## src/hw/rtl/int_to_decimal_ascii_macros.svh

```systemverilog
// Assertion macros for the int_to_decimal_ascii RTL.
// No dependencies; define NO_ASSERTIONS to compile the checks out.
`ifndef INT_TO_DECIMAL_ASCII_MACROS_SVH
`define INT_TO_DECIMAL_ASCII_MACROS_SVH

`ifndef NO_ASSERTIONS
// Same-cycle implication, disabled while reset is asserted.
`define ITDA_ASSERT_IMPL(label, clk, rstn, ante, cons) \
    label: assert property (@(posedge clk) disable iff (!(rstn)) (ante) |-> (cons)) \
        else $error("itda check failed");
// Next-cycle implication, disabled while reset is asserted.
`define ITDA_ASSERT_NEXT(label, clk, rstn, ante, cons) \
    label: assert property (@(posedge clk) disable iff (!(rstn)) (ante) |=> (cons)) \
        else $error("itda check failed");
`else
`define ITDA_ASSERT_IMPL(label, clk, rstn, ante, cons)
`define ITDA_ASSERT_NEXT(label, clk, rstn, ante, cons)
`endif

`endif

```

## src/hw/rtl/itda_pkg.sv

```systemverilog
// Package for int_to_decimal_ascii: widths, character codes, FSM state and the control
// structs from the sequencer to the BCD datapath and the output register. No dependencies.
`timescale 1ns / 1ps
`default_nettype none

package itda_pkg;

    localparam int VALUE_W    = 32;
    localparam int CHAR_W     = 8;
    localparam int DIGIT_W    = 4;
    // 2147483648 has ten decimal digits
    localparam int NUM_DIGITS = 10;
    localparam int BCD_W      = NUM_DIGITS * DIGIT_W;
    localparam int BIT_CNT_W  = $clog2(VALUE_W);
    localparam int DIG_CNT_W  = $clog2(NUM_DIGITS + 1);

    localparam logic [CHAR_W-1:0]  ASCII_ZERO  = 8'd48;
    localparam logic [CHAR_W-1:0]  ASCII_MINUS = 8'd45;
    localparam logic [CHAR_W-1:0]  ASCII_NINE  = 8'd57;
    localparam logic [DIGIT_W-1:0] DABBLE_MIN  = 4'd5;
    localparam logic [DIGIT_W-1:0] DABBLE_ADD  = 4'd3;

    typedef enum logic [2:0] {
        ST_IDLE,
        ST_CONV,
        ST_SKIP,
        ST_SIGN,
        ST_DIGITS
    } itda_state_t;

    // sequencer -> BCD datapath
    typedef struct packed {
        logic load;     // capture magnitude, clear BCD
        logic convert;  // one double-dabble step
        logic shift;    // drop the top BCD digit
    } dab_ctrl_t;

    // sequencer -> output register
    typedef struct packed {
        logic              load;
        logic [CHAR_W-1:0] code;
        logic              last;
    } emit_t;

endpackage

`default_nettype wire

```

## src/hw/rtl/itda_dabble.sv

```systemverilog
// Bit-serial binary-to-BCD datapath (shift-add-3) for int_to_decimal_ascii.
// Depends on itda_pkg.
`timescale 1ns / 1ps
`default_nettype none

module itda_dabble
    import itda_pkg::*;
(
    input  wire logic               aclk,
    input  wire logic [VALUE_W-1:0] value,
    input  wire dab_ctrl_t          ctrl,
    output logic [DIGIT_W-1:0]      top_digit
);

    logic [VALUE_W-1:0] mag_reg, mag_next;
    logic [BCD_W-1:0]   bcd_reg, bcd_next;
    logic [BCD_W-1:0]   bcd_adj;
    logic [VALUE_W-1:0] mag_in;

    // magnitude; the most negative value wraps to 2^31, which is right unsigned
    assign mag_in = value[VALUE_W-1] ? (~value + VALUE_W'(1)) : value;

    // add 3 to every digit of 5 or more before the shift
    always_comb begin
        for (int i = 0; i < NUM_DIGITS; i++) begin
            if (bcd_reg[i*DIGIT_W +: DIGIT_W] >= DABBLE_MIN) begin
                bcd_adj[i*DIGIT_W +: DIGIT_W] = bcd_reg[i*DIGIT_W +: DIGIT_W] + DABBLE_ADD;
            end else begin
                bcd_adj[i*DIGIT_W +: DIGIT_W] = bcd_reg[i*DIGIT_W +: DIGIT_W];
            end
        end
    end

    // next values of the shift registers
    always_comb begin
        mag_next = mag_reg;
        bcd_next = bcd_reg;
        priority if (ctrl.load) begin
            mag_next = mag_in;
            bcd_next = '0;
        end else if (ctrl.convert) begin
            mag_next = {mag_reg[VALUE_W-2:0], 1'b0};
            bcd_next = {bcd_adj[BCD_W-2:0], mag_reg[VALUE_W-1]};
        end else if (ctrl.shift) begin
            bcd_next = {bcd_reg[BCD_W-DIGIT_W-1:0], {DIGIT_W{1'b0}}};
        end
    end

    always_ff @(posedge aclk) begin
        mag_reg <= mag_next;
        bcd_reg <= bcd_next;
    end

    assign top_digit = bcd_reg[BCD_W-1 -: DIGIT_W];

endmodule

`default_nettype wire

```

## src/hw/rtl/itda_ctrl.sv

```systemverilog
// Sequencer for int_to_decimal_ascii: conversion steps, leading-zero skip,
// sign and digit emission. Depends on itda_pkg.
`timescale 1ns / 1ps
`default_nettype none

module itda_ctrl
    import itda_pkg::*;
(
    input  wire logic          aclk,
    input  wire logic          aresetn,
    input  wire logic          in_xfer,
    input  wire logic          sign_in,
    input  wire logic          slot_free,
    input  wire logic [DIGIT_W-1:0] top_digit,
    output logic               in_ready,
    output dab_ctrl_t          dab,
    output emit_t              emit
);

    itda_state_t              state_reg, state_next;
    logic [BIT_CNT_W-1:0]     bit_cnt_reg, bit_cnt_next;
    logic [DIG_CNT_W-1:0]     dig_cnt_reg, dig_cnt_next;
    logic                     neg_reg, neg_next;
    logic                     skip_zero;

    // a leading zero is dropped unless it is the only digit left
    assign skip_zero = (top_digit == '0) && (dig_cnt_reg != DIG_CNT_W'(1));

    // next state
    always_comb begin
        state_next = state_reg;
        unique case (state_reg)
            ST_IDLE: begin
                if (in_xfer) state_next = ST_CONV;
            end
            ST_CONV: begin
                if (bit_cnt_reg == '0) state_next = ST_SKIP;
            end
            ST_SKIP: begin
                if (!skip_zero) state_next = neg_reg ? ST_SIGN : ST_DIGITS;
            end
            ST_SIGN: begin
                if (slot_free) state_next = ST_DIGITS;
            end
            ST_DIGITS: begin
                if (slot_free && dig_cnt_reg == DIG_CNT_W'(1)) state_next = ST_IDLE;
            end
            default: state_next = ST_IDLE;
        endcase
    end

    // outputs and counters
    always_comb begin
        in_ready     = 1'b0;
        dab          = '0;
        emit         = '0;
        bit_cnt_next = bit_cnt_reg;
        dig_cnt_next = dig_cnt_reg;
        neg_next     = neg_reg;
        unique case (state_reg)
            ST_IDLE: begin
                in_ready = 1'b1;
                if (in_xfer) begin
                    dab.load     = 1'b1;
                    neg_next     = sign_in;
                    bit_cnt_next = BIT_CNT_W'(VALUE_W - 1);
                end
            end
            ST_CONV: begin
                dab.convert  = 1'b1;
                bit_cnt_next = bit_cnt_reg - BIT_CNT_W'(1);
                dig_cnt_next = DIG_CNT_W'(NUM_DIGITS);
            end
            ST_SKIP: begin
                if (skip_zero) begin
                    dab.shift    = 1'b1;
                    dig_cnt_next = dig_cnt_reg - DIG_CNT_W'(1);
                end
            end
            ST_SIGN: begin
                // at least one digit always follows the sign
                emit.load = slot_free;
                emit.code = ASCII_MINUS;
                emit.last = 1'b0;
            end
            ST_DIGITS: begin
                emit.load = slot_free;
                emit.code = ASCII_ZERO + CHAR_W'(top_digit);
                emit.last = (dig_cnt_reg == DIG_CNT_W'(1));
                if (slot_free) begin
                    dab.shift    = 1'b1;
                    dig_cnt_next = dig_cnt_reg - DIG_CNT_W'(1);
                end
            end
            default: begin
                in_ready = 1'b0;
            end
        endcase
    end

    always_ff @(posedge aclk) begin
        if (!aresetn) begin
            state_reg <= ST_IDLE;
        end else begin
            state_reg <= state_next;
        end
    end

    always_ff @(posedge aclk) begin
        bit_cnt_reg <= bit_cnt_next;
        dig_cnt_reg <= dig_cnt_next;
        neg_reg     <= neg_next;
    end

endmodule

`default_nettype wire

```

## src/hw/rtl/int_to_decimal_ascii.sv

```systemverilog
// A value takes 32 shift-add-3 steps in the BCD register; leading zeros are then
// skipped and the sign and digits emitted, each character waiting for a free output slot.
// Characters leave through an output register; the next input is taken once the
// last character of the current text has been loaded there.
// Reset (aresetn, synchronous) returns the sequencer to idle and empties the output.
`timescale 1ns / 1ps
`default_nettype none
`include "int_to_decimal_ascii_macros.svh"

module int_to_decimal_ascii
    import itda_pkg::*;
(
    input  wire logic               aclk,
    input  wire logic               aresetn,
    input  wire logic               s_valid,
    output logic                    s_ready,
    input  wire logic [VALUE_W-1:0] s_value,
    output logic                    m_valid,
    input  wire logic               m_ready,
    output logic [CHAR_W-1:0]       m_char_code,
    output logic                    m_last
);

    dab_ctrl_t           dab;
    emit_t               emit;
    logic [DIGIT_W-1:0]  top_digit;
    logic                in_xfer;
    logic                slot_free;
    logic                m_valid_reg, m_valid_next;
    logic [CHAR_W-1:0]   m_char_code_reg;
    logic                m_last_reg;

    assign in_xfer   = s_valid && s_ready;
    assign slot_free = !m_valid_reg || m_ready;

    itda_dabble u_dabble (
        .aclk      (aclk),
        .value     (s_value),
        .ctrl      (dab),
        .top_digit (top_digit)
    );

    itda_ctrl u_ctrl (
        .aclk      (aclk),
        .aresetn   (aresetn),
        .in_xfer   (in_xfer),
        .sign_in   (s_value[VALUE_W-1]),
        .slot_free (slot_free),
        .top_digit (top_digit),
        .in_ready  (s_ready),
        .dab       (dab),
        .emit      (emit)
    );

    // output register
    always_comb begin
        m_valid_next = m_valid_reg;
        if (emit.load) begin
            m_valid_next = 1'b1;
        end else if (m_ready) begin
            m_valid_next = 1'b0;
        end
    end

    always_ff @(posedge aclk) begin
        if (!aresetn) begin
            m_valid_reg <= 1'b0;
        end else begin
            m_valid_reg <= m_valid_next;
        end
    end

    always_ff @(posedge aclk) begin
        if (emit.load) begin
            m_char_code_reg <= emit.code;
            m_last_reg      <= emit.last;
        end
    end

    assign m_valid     = m_valid_reg;
    assign m_char_code = m_char_code_reg;
    assign m_last      = m_last_reg;

    // checks
    `ITDA_ASSERT_IMPL(a_no_emit_on_accept, aclk, aresetn, in_xfer, !emit.load)
    `ITDA_ASSERT_NEXT(a_busy_after_accept, aclk, aresetn, in_xfer, !s_ready)
    `ITDA_ASSERT_IMPL(a_sign_not_last, aclk, aresetn, m_valid && (m_char_code == ASCII_MINUS), !m_last)
    `ITDA_ASSERT_IMPL(a_char_legal, aclk, aresetn, m_valid, (m_char_code == ASCII_MINUS) || ((m_char_code >= ASCII_ZERO) && (m_char_code <= ASCII_NINE)))

endmodule

`default_nettype wire

```

## config.mk

```make
export PLATFORM = sky130hd
export DESIGN_NAME = int_to_decimal_ascii
export DESIGN_NICKNAME = d
export VERILOG_FILES = /design/src/hw/rtl/itda_pkg.sv /design/src/hw/rtl/itda_dabble.sv /design/src/hw/rtl/itda_ctrl.sv /design/src/hw/rtl/int_to_decimal_ascii.sv
export VERILOG_INCLUDE_DIRS = /design/src /design/src/hw/rtl
export SDC_FILE = /design/constraint.sdc
export NUM_CORES = 1
export LEC_CHECK = 0
export BUFFER_PORTS_ARGS = -buffer_cell sky130_fd_sc_hd__buf_2
export CELL_PAD_IN_SITES_DETAIL_PLACEMENT = 0
export CELL_PAD_IN_SITES_GLOBAL_PLACEMENT = 2
export CORE_MARGIN = 2
export CORE_UTILIZATION = 38
export CTS_CLUSTER_DIAMETER = 200
export DETAILED_ROUTE_END_ITERATION = 6
export HOLD_SLACK_MARGIN = 0.05
export PLACE_DENSITY_LB_ADDON = 0.25
export REMOVE_ABC_BUFFERS = 1
export SLEW_MARGIN = 0
export SYNTH_ARGS = -nofsm -noshare
export SYNTH_HDL_FRONTEND = slang
export SYNTH_SLANG_ARGS = --single-unit
```

## constraint.sdc

```tcl
create_clock -name aclk -period 3.43 [get_ports aclk]
set_input_delay 0.343 -clock aclk [delete_from_list [all_inputs] [get_ports aclk]]
set_output_delay 0.343 -clock aclk [all_outputs]
set_load 0.02 [all_outputs]
```

==> results by stage, run 1 <==
Setup path:
- The worst path required time is 3.67 ns.
- Of all nets on the critical path, the largest fanout is 26.
- Counting cells, the worst reg-to-reg path comes to 9.
- The end of the worst register-to-register path is u_dabble.bcd_reg[12].
- The data arrival time of the critical path is 2.65 ns.
- In this run the critical register-to-register path is launched from u_ctrl.dig_cnt_reg[1].
- The most critical setup path has its startpoint at u_ctrl.dig_cnt_reg[1].
- The startpoint kind of the worst setup timing path is a flip-flop.
- The category of the worst setup path capture point is a flip-flop.
- The setup check on the worst reg-to-reg path leaves a slack of 1.03 ns.
- The critical path in this run is classified as flip-flop to flip-flop.

Synthesis:
- Summing every instance area after synthesis gives 5780 µm².
- The cell count after synthesis is 656.
- The part of the Yosys area used for sequential elements is 40.7%.
- The synthesized design contains 93 register bits.
- Yosys mapped a number of flops with a built-in enable equal to 49.
- The post-synthesis average cell area is 8.82 µm².
- Counting distinct cell types in the post-synthesis netlist gives 61.
- The main flop type after synthesis is sky130_fd_sc_hd__edfxtp_1.
- For this run, asynchronously set or reset flops after synthesis account for 0%.
- The count of warnings emitted by yosys is 0.

Placement:
- Routability-driven placement finished with a final weighted congestion of 0.760.
- Detailed placement ended at an HPWL of 8860 µm.
- The count of buffers from port buffering is 44.
- The total placed instance area is 6130 µm².
- In this run, placement finished with an instance count of 855.

Die:
- The region available for standard cell placement spans 15000 µm².
- The die area is 16200 µm².
- Measured along the y axis, the die boundary spans 127 µm.
- The die width is 127 µm.
- The initialized floorplan defines 45 standard-cell rows.
- During I/O placement, the number of pins put on the boundary was 47.
- For this configuration, the core starts out at a cell density of 38.5%.

Min path:
- The worst hold path begins at aresetn.
- The worst hold path terminates at u_ctrl.state_reg[0].
- The worst hold path was traced through 3 stages.
- The class of the worst hold path is input port to flip-flop.

Layout:
- The finished cells cover 6430 µm².
- The final antenna diode count is 0.
- The total number of nets in the final design is 739.
- The signed area change from the synthesized netlist to the final layout is 11.2%.
- The number of non-filler instances in the completed layout is 871.
- The number of fillers in the final layout is 1496.
- The share of final-layout standard cells stronger than drive strength 1 is 14.1%.
- Measured on the finished design, the core utilization comes to 42.8%.
- The number of flip-flops in the largest register is 40.

Pwr:
- The power consumption is 5.45 mW.
- Combinational cells account for 42.5% of the total power.
- The leakage power of the design is 2.43 nW.
- Registers are responsible for 38.8% of the overall power.
- The reported net switching power is 2.25 mW.
- The peak ir drop on the vdd network is 0.327 mV.
- Net switching is 41.3% of the power.
- The design internal power is 3.20 mW.
- The clock network accounts for 18.7% of the total power.
- Power spread over the standard cell area amounts to 847 nW/µm².

Global route:
- Entering global routing, the biggest net connects 47 pins.
- The first global-routing pass estimated 21900 µm of wire.
- Global routing used 16.4% of the available tracks.
- The remaining global-route overflow is 0.
- The number of global-route vias before repair was 4496.
- The number of antenna violations at the first check in global routing is 0.

Drt:
- The count of TritonRoute iterations in the first routing pass is 4.
- In the final routed layout, each cell accounts on average for 14.6 µm.
- Wire segments on met2 add up to 5880 µm in the final route.
- The routed wire length on met3 is 453 µm.
- The final wirelength is 12700 µm.
- The total number of vias is 4729.
- The remaining antenna violation count after routing is 0.
- For this run, design rule violations remaining after detail routing come to 0.
- The met1 layer wirelength in the final routing is 6180 µm.
- The highest metal layer carrying signal wires in the routed design is met4.
- The initial detailed-routing violation count is 210.
- After detailed routing, the number of vias per cell comes to 5.43.

CTS:
- The quantity of gates resized following cts is 0.
- Clock-pin slew was measured on the worst setup and hold paths at 0.07 ns.
- The number of levels in the clock H-tree is 3.
- Clock tree synthesis found a total of 93 sinks.
- CTS placed an instance of sky130_fd_sc_hd__clkbuf_16 at the clock tree root.
- The clock latency on the worst-skew pair is 0.34 ns.
- The number of buffers inserted to repair setup after CTS is 0.
- For this design, the CTS-stage hold fixing added 0 buffers.
- TritonCTS built the clock tree.
- The longest clock path from root to sink contains 2 buffers.
- In this run, CTS created clock tree buffers numbering 9.

Status:
- The flow ran to the end, and the final reports show no timing, DRC or antenna violations.

STA:
- The final-report max-slew violation count was 0.
- The worst clock skew is 0.00675 ns.
- After layout, the minimum clock period comes to 2.40 ns.
- The headroom to the max-slew limit is 51.5%.
- For the pin with the worst max-slew slack, the measured transition is 0.720 ns.
- The count of final hold-check violations was 0.
- The setup violation total in the final timing report is 0.
- Static timing analysis puts the maximum clock frequency at 416 MHz.
- Setup repair after global routing left no endpoint under its margin.
- The final critical-path share of the clock period is 70.1%.

Job:
- The tool flagged a number of max-cap violations equal to 0.
==> how the worst max path moves through the flow <==
stage / end / cells past startpoint
after floorplan: u_dabble.mag_reg[0] / 3
after global placement: u_dabble.bcd_reg[32] / 5
after detailed placement: u_dabble.mag_reg[18] / 8
after CTS: u_dabble.bcd_reg[12] / 9
after global routing: u_dabble.bcd_reg[12] / 9
final: u_dabble.bcd_reg[12] / 9
==> metrics by stage <==
step | setup TNS [ns] | hold WS, ns | setup WS (ns)
floorplan | -5.89 | 0.442 | -0.184
global placement | 0 | 0.504 | 1.07
detailed placement | 0 | 0.505 | 1.04
CTS | 0 | 0.274 | 1.04
global route | 0 | 0.284 | 0.864
finish | 0 | 0.284 | 1.03
==> layout by cell type (no fill, tap or decap), types with 19 or more instances in the layout <==
master and instances:
sky130_fd_sc_hd__inv_1 40, sky130_fd_sc_hd__buf_2 44, sky130_fd_sc_hd__o31ai_1 19, sky130_fd_sc_hd__dfxtp_1 44, sky130_fd_sc_hd__xor2_1 28, sky130_fd_sc_hd__o21ai_0 60, sky130_fd_sc_hd__a21oi_1 60, sky130_fd_sc_hd__nand2b_1 20
sky130_fd_sc_hd__nand2_1 81, sky130_fd_sc_hd__ha_1 25, sky130_fd_sc_hd__nor2_1 24, sky130_fd_sc_hd__edfxtp_1 49
==> worst max-delay path, cell delays in order (launching register included) <==
cell,delay [ns]
sky130_fd_sc_hd__edfxtp_1,0.39
sky130_fd_sc_hd__inv_1,0.10
sky130_fd_sc_hd__ha_1,0.14
sky130_fd_sc_hd__or3b_2,0.49
sky130_fd_sc_hd__nand3b_1,0.15
sky130_fd_sc_hd__o21a_1,0.13
sky130_fd_sc_hd__buf_4,0.23
sky130_fd_sc_hd__buf_4,0.34
sky130_fd_sc_hd__nor2_1,0.09
sky130_fd_sc_hd__a211oi_1,0.24
==> cell families after synthesis <==
logic type	synth area share, %
buffers and inverters	6.10
adders and majority gates	5.41
and+or+nand+nor	17.3
DFF	40.7
xor gates and xnor gates	6.36
muxes	0.346
other	0.0648
AOI/OAI and AO/OA	23.8
==> synth_stat cells (9+ instances only) <==
cell type	n	area [µm²]
sky130_fd_sc_hd__xnor2_1	14	123
sky130_fd_sc_hd__nand3_1	13	65.1
sky130_fd_sc_hd__o21ai_0	60	300
sky130_fd_sc_hd__o31ai_1	19	143
sky130_fd_sc_hd__a31o_2	9	78.8
sky130_fd_sc_hd__edfxtp_1	49	1470
sky130_fd_sc_hd__a311oi_1	9	78.8
sky130_fd_sc_hd__ha_1	25	313
sky130_fd_sc_hd__nor2_1	24	90.1
sky130_fd_sc_hd__dfxtp_1	44	881
sky130_fd_sc_hd__xor2_1	28	245
sky130_fd_sc_hd__nand2b_1	20	125
sky130_fd_sc_hd__a31oi_1	10	62.6
sky130_fd_sc_hd__inv_1	40	150
sky130_fd_sc_hd__a21oi_1	60	300
sky130_fd_sc_hd__nand2_1	81	304
sky130_fd_sc_hd__clkbuf_1	18	67.6
sky130_fd_sc_hd__buf_2	18	90.1
sky130_fd_sc_hd__nor3_1	16	80.1
==> power groups by stage <==
stage / Clock, mW / Combinational (mW) / Sequential, mW
floorplan: 0 / 1.70 / 2.05
global placement: 0 / 2.30 / 2.13
detailed placement: 0 / 2.34 / 2.13
CTS: 1.06 / 2.35 / 2.11
global route: 1.09 / 2.66 / 2.19
finish: 1.02 / 2.31 / 2.11
==> metal layers <==
| metal | vias to the layer above | GRT usage, % |
|---|---|---|
| li1 | 2415 | - |
| met1 | 2216 | 22.6 |
| met2 | 87 | 26.1 |
| met3 | 11 | 2.26 |
| met4 | 0 | 6.40 |
| met5 | - | 0 |
==> cell type report <==
class	instances	area, µm²	area share [%]
inverter	40	150	2.33
multi-input combinational	479	3090	48.0
clock inverter	5	60.1	0.934
clock buffer	11	243	3.77
tap	188	235	3.66
timing repair buffer	55	303	4.71
sequential	93	2350	36.6
No activity file was read; power rests on OpenSTA's default activity.
==> inputs of run 2 (changes only) <==
- CORE_UTILIZATION: 38 -> 34
- clock period: 3.43 -> 2 ns (I/O delays scaled with it)
==> run 2 against run 1 <==
Power grew 99%. Global-route usage shrank 0.46 points. Sequential power grew 73%. Critical endpoint is now u_dabble.bcd_reg[27]. Largest power group unchanged. Design area grew 13%.
==> results by stage, run 2 (synthesis results as in run 1) <==
Setup path:
- The classification of the worst setup path is flip-flop to flip-flop.
- The count of buffering cells on the critical path with inverters included is 2.
- For this design, the slowest cell found on the critical path is sky130_fd_sc_hd__edfxtp_1.
- For this run, the slowest stage of the critical path takes 0.40 ns.
- At the worst endpoint, the required time is 2.24 ns.
- On the critical path the largest part of the delay comes from compound AO/OA/AOI/OAI gates.
- Traced cell by cell, the critical path runs through inv_2 > ha_4 > or3b_4 > nand3b_1 > o21a_4 > clkbuf_16 > a21oi_1 > a31o_2.
- The largest fanout on the critical path is 11.
- STA classifies the critical path startpoint as a flip-flop.
- Data arrives at the worst endpoint at 2.21 ns.
- The worst setup path is captured at a flip-flop.

Layout:
- The number of non-filler instances in the completed layout is 954.
- The final core utilization is 43.9%.
- The sequential cell area is 2350 µm².
- The final antenna diode count is 0.
- Once layout is done, the placed cells without fillers occupy 7270 µm².
- In the layout the commonest cells are sky130_fd_sc_hd__nand2_1, sky130_fd_sc_hd__a21oi_1, sky130_fd_sc_hd__edfxtp_1.
- Fill cells in the final layout number 1686.
- After the last flow step, the layout net total stands at 790.
- The area used by multi-input combinational logic is 3310 µm².
- The register with the most flip-flops in the layout has 40 of them.
- The share of final-layout standard cells stronger than drive strength 1 is 25.6%.
- Relative to the synthesized area, the layout overhead comes to 25.7%.
- The library cell used most frequently in the layout, excluding fill and tap cells, is sky130_fd_sc_hd__nand2_1.

Status:
- The flow ran to the end, and the final reports show no timing, DRC or antenna violations.

Placement:
- The HPWL after detailed placement is 9530 µm.
- The global placer's final weighted congestion is 0.777.
- Summing all placed instances gives a cell area of 6620 µm².
- Port buffering added 44 buffers.
- The number of cells in the design after placement is 931.
- Before CTS, the worst setup slack after placement is -0.109 ns.

STA:
- Setup repair after global routing could not meet its margin everywhere.
- Setup total negative slack on the finished layout was measured at 0 ns.
- The worst clock skew is 0.00681 ns.
- The final critical-path share of the clock period is 98.3%.
- Setup slack on the critical path of the routed design comes to 0.0330 ns.
- The maximum clock frequency is 508 MHz.
- The tightest hold path in the finished design has a slack of 0.152 ns.
- The count of final hold-check violations was 0.
- The clock period could shrink to 1.97 ns.
- Setup violations remaining at the end of the flow were counted as 0.
- The final-report max-slew violation count came to 0.

Drt:
- The final layout contains routed wiring with a total length of 14500 µm.
- The initial detailed-routing violation count is 204.
- The remaining antenna violation count after routing is 0.
- In the routed design, unresolved DRC markers number 0.
- The via density per instance is 5.24.
- In the final routed layout, each cell accounts on average for 15.2 µm.
- The count of TritonRoute iterations in the first routing pass is 5.
- The total number of vias is 5001.

Pwr:
- The analysis attributes to cell leakage a power of 2.80 nW.
- The clock network is responsible for 15.2% of the overall power.
- The reported net switching power is 4.51 mW.
- Internal power comes to 6.36 mW.
- The part of the power in registers is 33.6%.
- The power density over the cells is 1490 nW/µm².
- The peak ir drop on the vdd network is 0.607 mV.
- Overall power consumption after layout is estimated at 10.9 mW.
- The switching power as a share of total power is 41.5%.
- Combinational logic burns 51.2% of the power.

Die:
- The floorplan step set the die width to 134 µm.
- The floorplan step defined a core boundary enclosing 16600 µm².
- The die covers 18100 µm².
- For this configuration, the core starts out at a cell density of 34.9%.
- The number of primary I/O pins is 47.
- The initialized floorplan defines 47 standard-cell rows.
- The vertical die dimension is 134 µm.

CTS:
- The clock tree synthesis step divided the H-tree into 3 levels.
- Buffers inserted to repair hold after CTS numbered 0.
- The CTS root buffer is sky130_fd_sc_hd__clkbuf_16.
- The clock reaches the later pin of the worst-skew pair after 0.35 ns.
- The TritonCTS clock tree is built.
- The clock net in this run drives a total of 93 sinks.
- The clock-pin transition on the worst setup and hold timing paths is 0.07 ns.
- The number of buffers on the longest clock path is 2.
- The number of buffers created by CTS is 9.

Job:
- The number of violations of the max-capacitance limit is 0.

Global route:
- Entering global routing, the biggest net connects 46 pins.
- The number of antenna violations at the first check in global routing was 0.
- The number of global-route vias before repair was 4740.
- The remaining global-route overflow is 0.
- The global-route usage over all layers is 15.9%.
- The first-pass GRT wire length is 23500 µm.

Min path:
- The class of the worst hold path is input port to flip-flop.
## run 2: changes by cell type in the layout (fill, tap and decap cells not counted), sizes merged
cell	previous run	this run
buf	55	102
bufinv	1	0
clkinvlp	4	0
inv	40	41
clkinv	0	3
clkbuf	11	16
## run 2: timing repair
| item | in CTS | in global routing |
|---|---|---|
| buffers inserted | 1 | 1 |
| resized for setup | 6 | 69 |
| gates cloned | 1 | 5 |
| pin swaps | 0 | 11 |
| endpoints found under the setup margin | 35 | 41 |
## run 2: path summary, 6_finish.rpt
path                               from                    to  slack (ns)  cells past startpoint
setup / recovery  u_ctrl.dig_cnt_reg[1]  u_dabble.bcd_reg[27]        0.03                      8
hold / removal                  aresetn               m_valid        0.15                      2
setup reg to reg  u_ctrl.dig_cnt_reg[1]  u_dabble.bcd_reg[27]        0.03                      8
hold reg to reg    u_dabble.mag_reg[31]   u_dabble.bcd_reg[0]        0.50                      2
## run 2: area by class of cell
cell class / count / area share [%]
Multi-Input combinational cell: 479 / 45.5
Sequential cell: 93 / 32.4
Timing Repair Buffer: 106 / 12.4
Tap cell: 220 / 3.79
Clock buffer: 12 / 3.53
Inverter: 40 / 2.17
Clock inverter: 4 / 0.292
## run 2: power by group through the flow
| stage | clock network, mW | registers (mW) | logic, mW |
|---|---|---|---|
| 6_report | 1.65 | 3.65 | 5.56 |
| 3_3_place_gp | 0 | 3.58 | 4.53 |
| 3_5_place_dp | 0 | 3.61 | 4.62 |
| 5_1_grt | 1.78 | 3.76 | 6.16 |
| 4_1_cts | 1.71 | 3.58 | 4.86 |
| 2_1_floorplan | 0 | 3.51 | 2.91 |
## run 2: layer usage
layer | global-route usage [%] | up-vias | routed length [µm]
met1 | 21.8 | 2404 | 7060
met2 | 25.6 | 74 | 6810
met4 | 3.68 | 0 | 137
li1 | - | 2512 | -
met5 | 0 | - | 0
met3 | 3.82 | 11 | 484
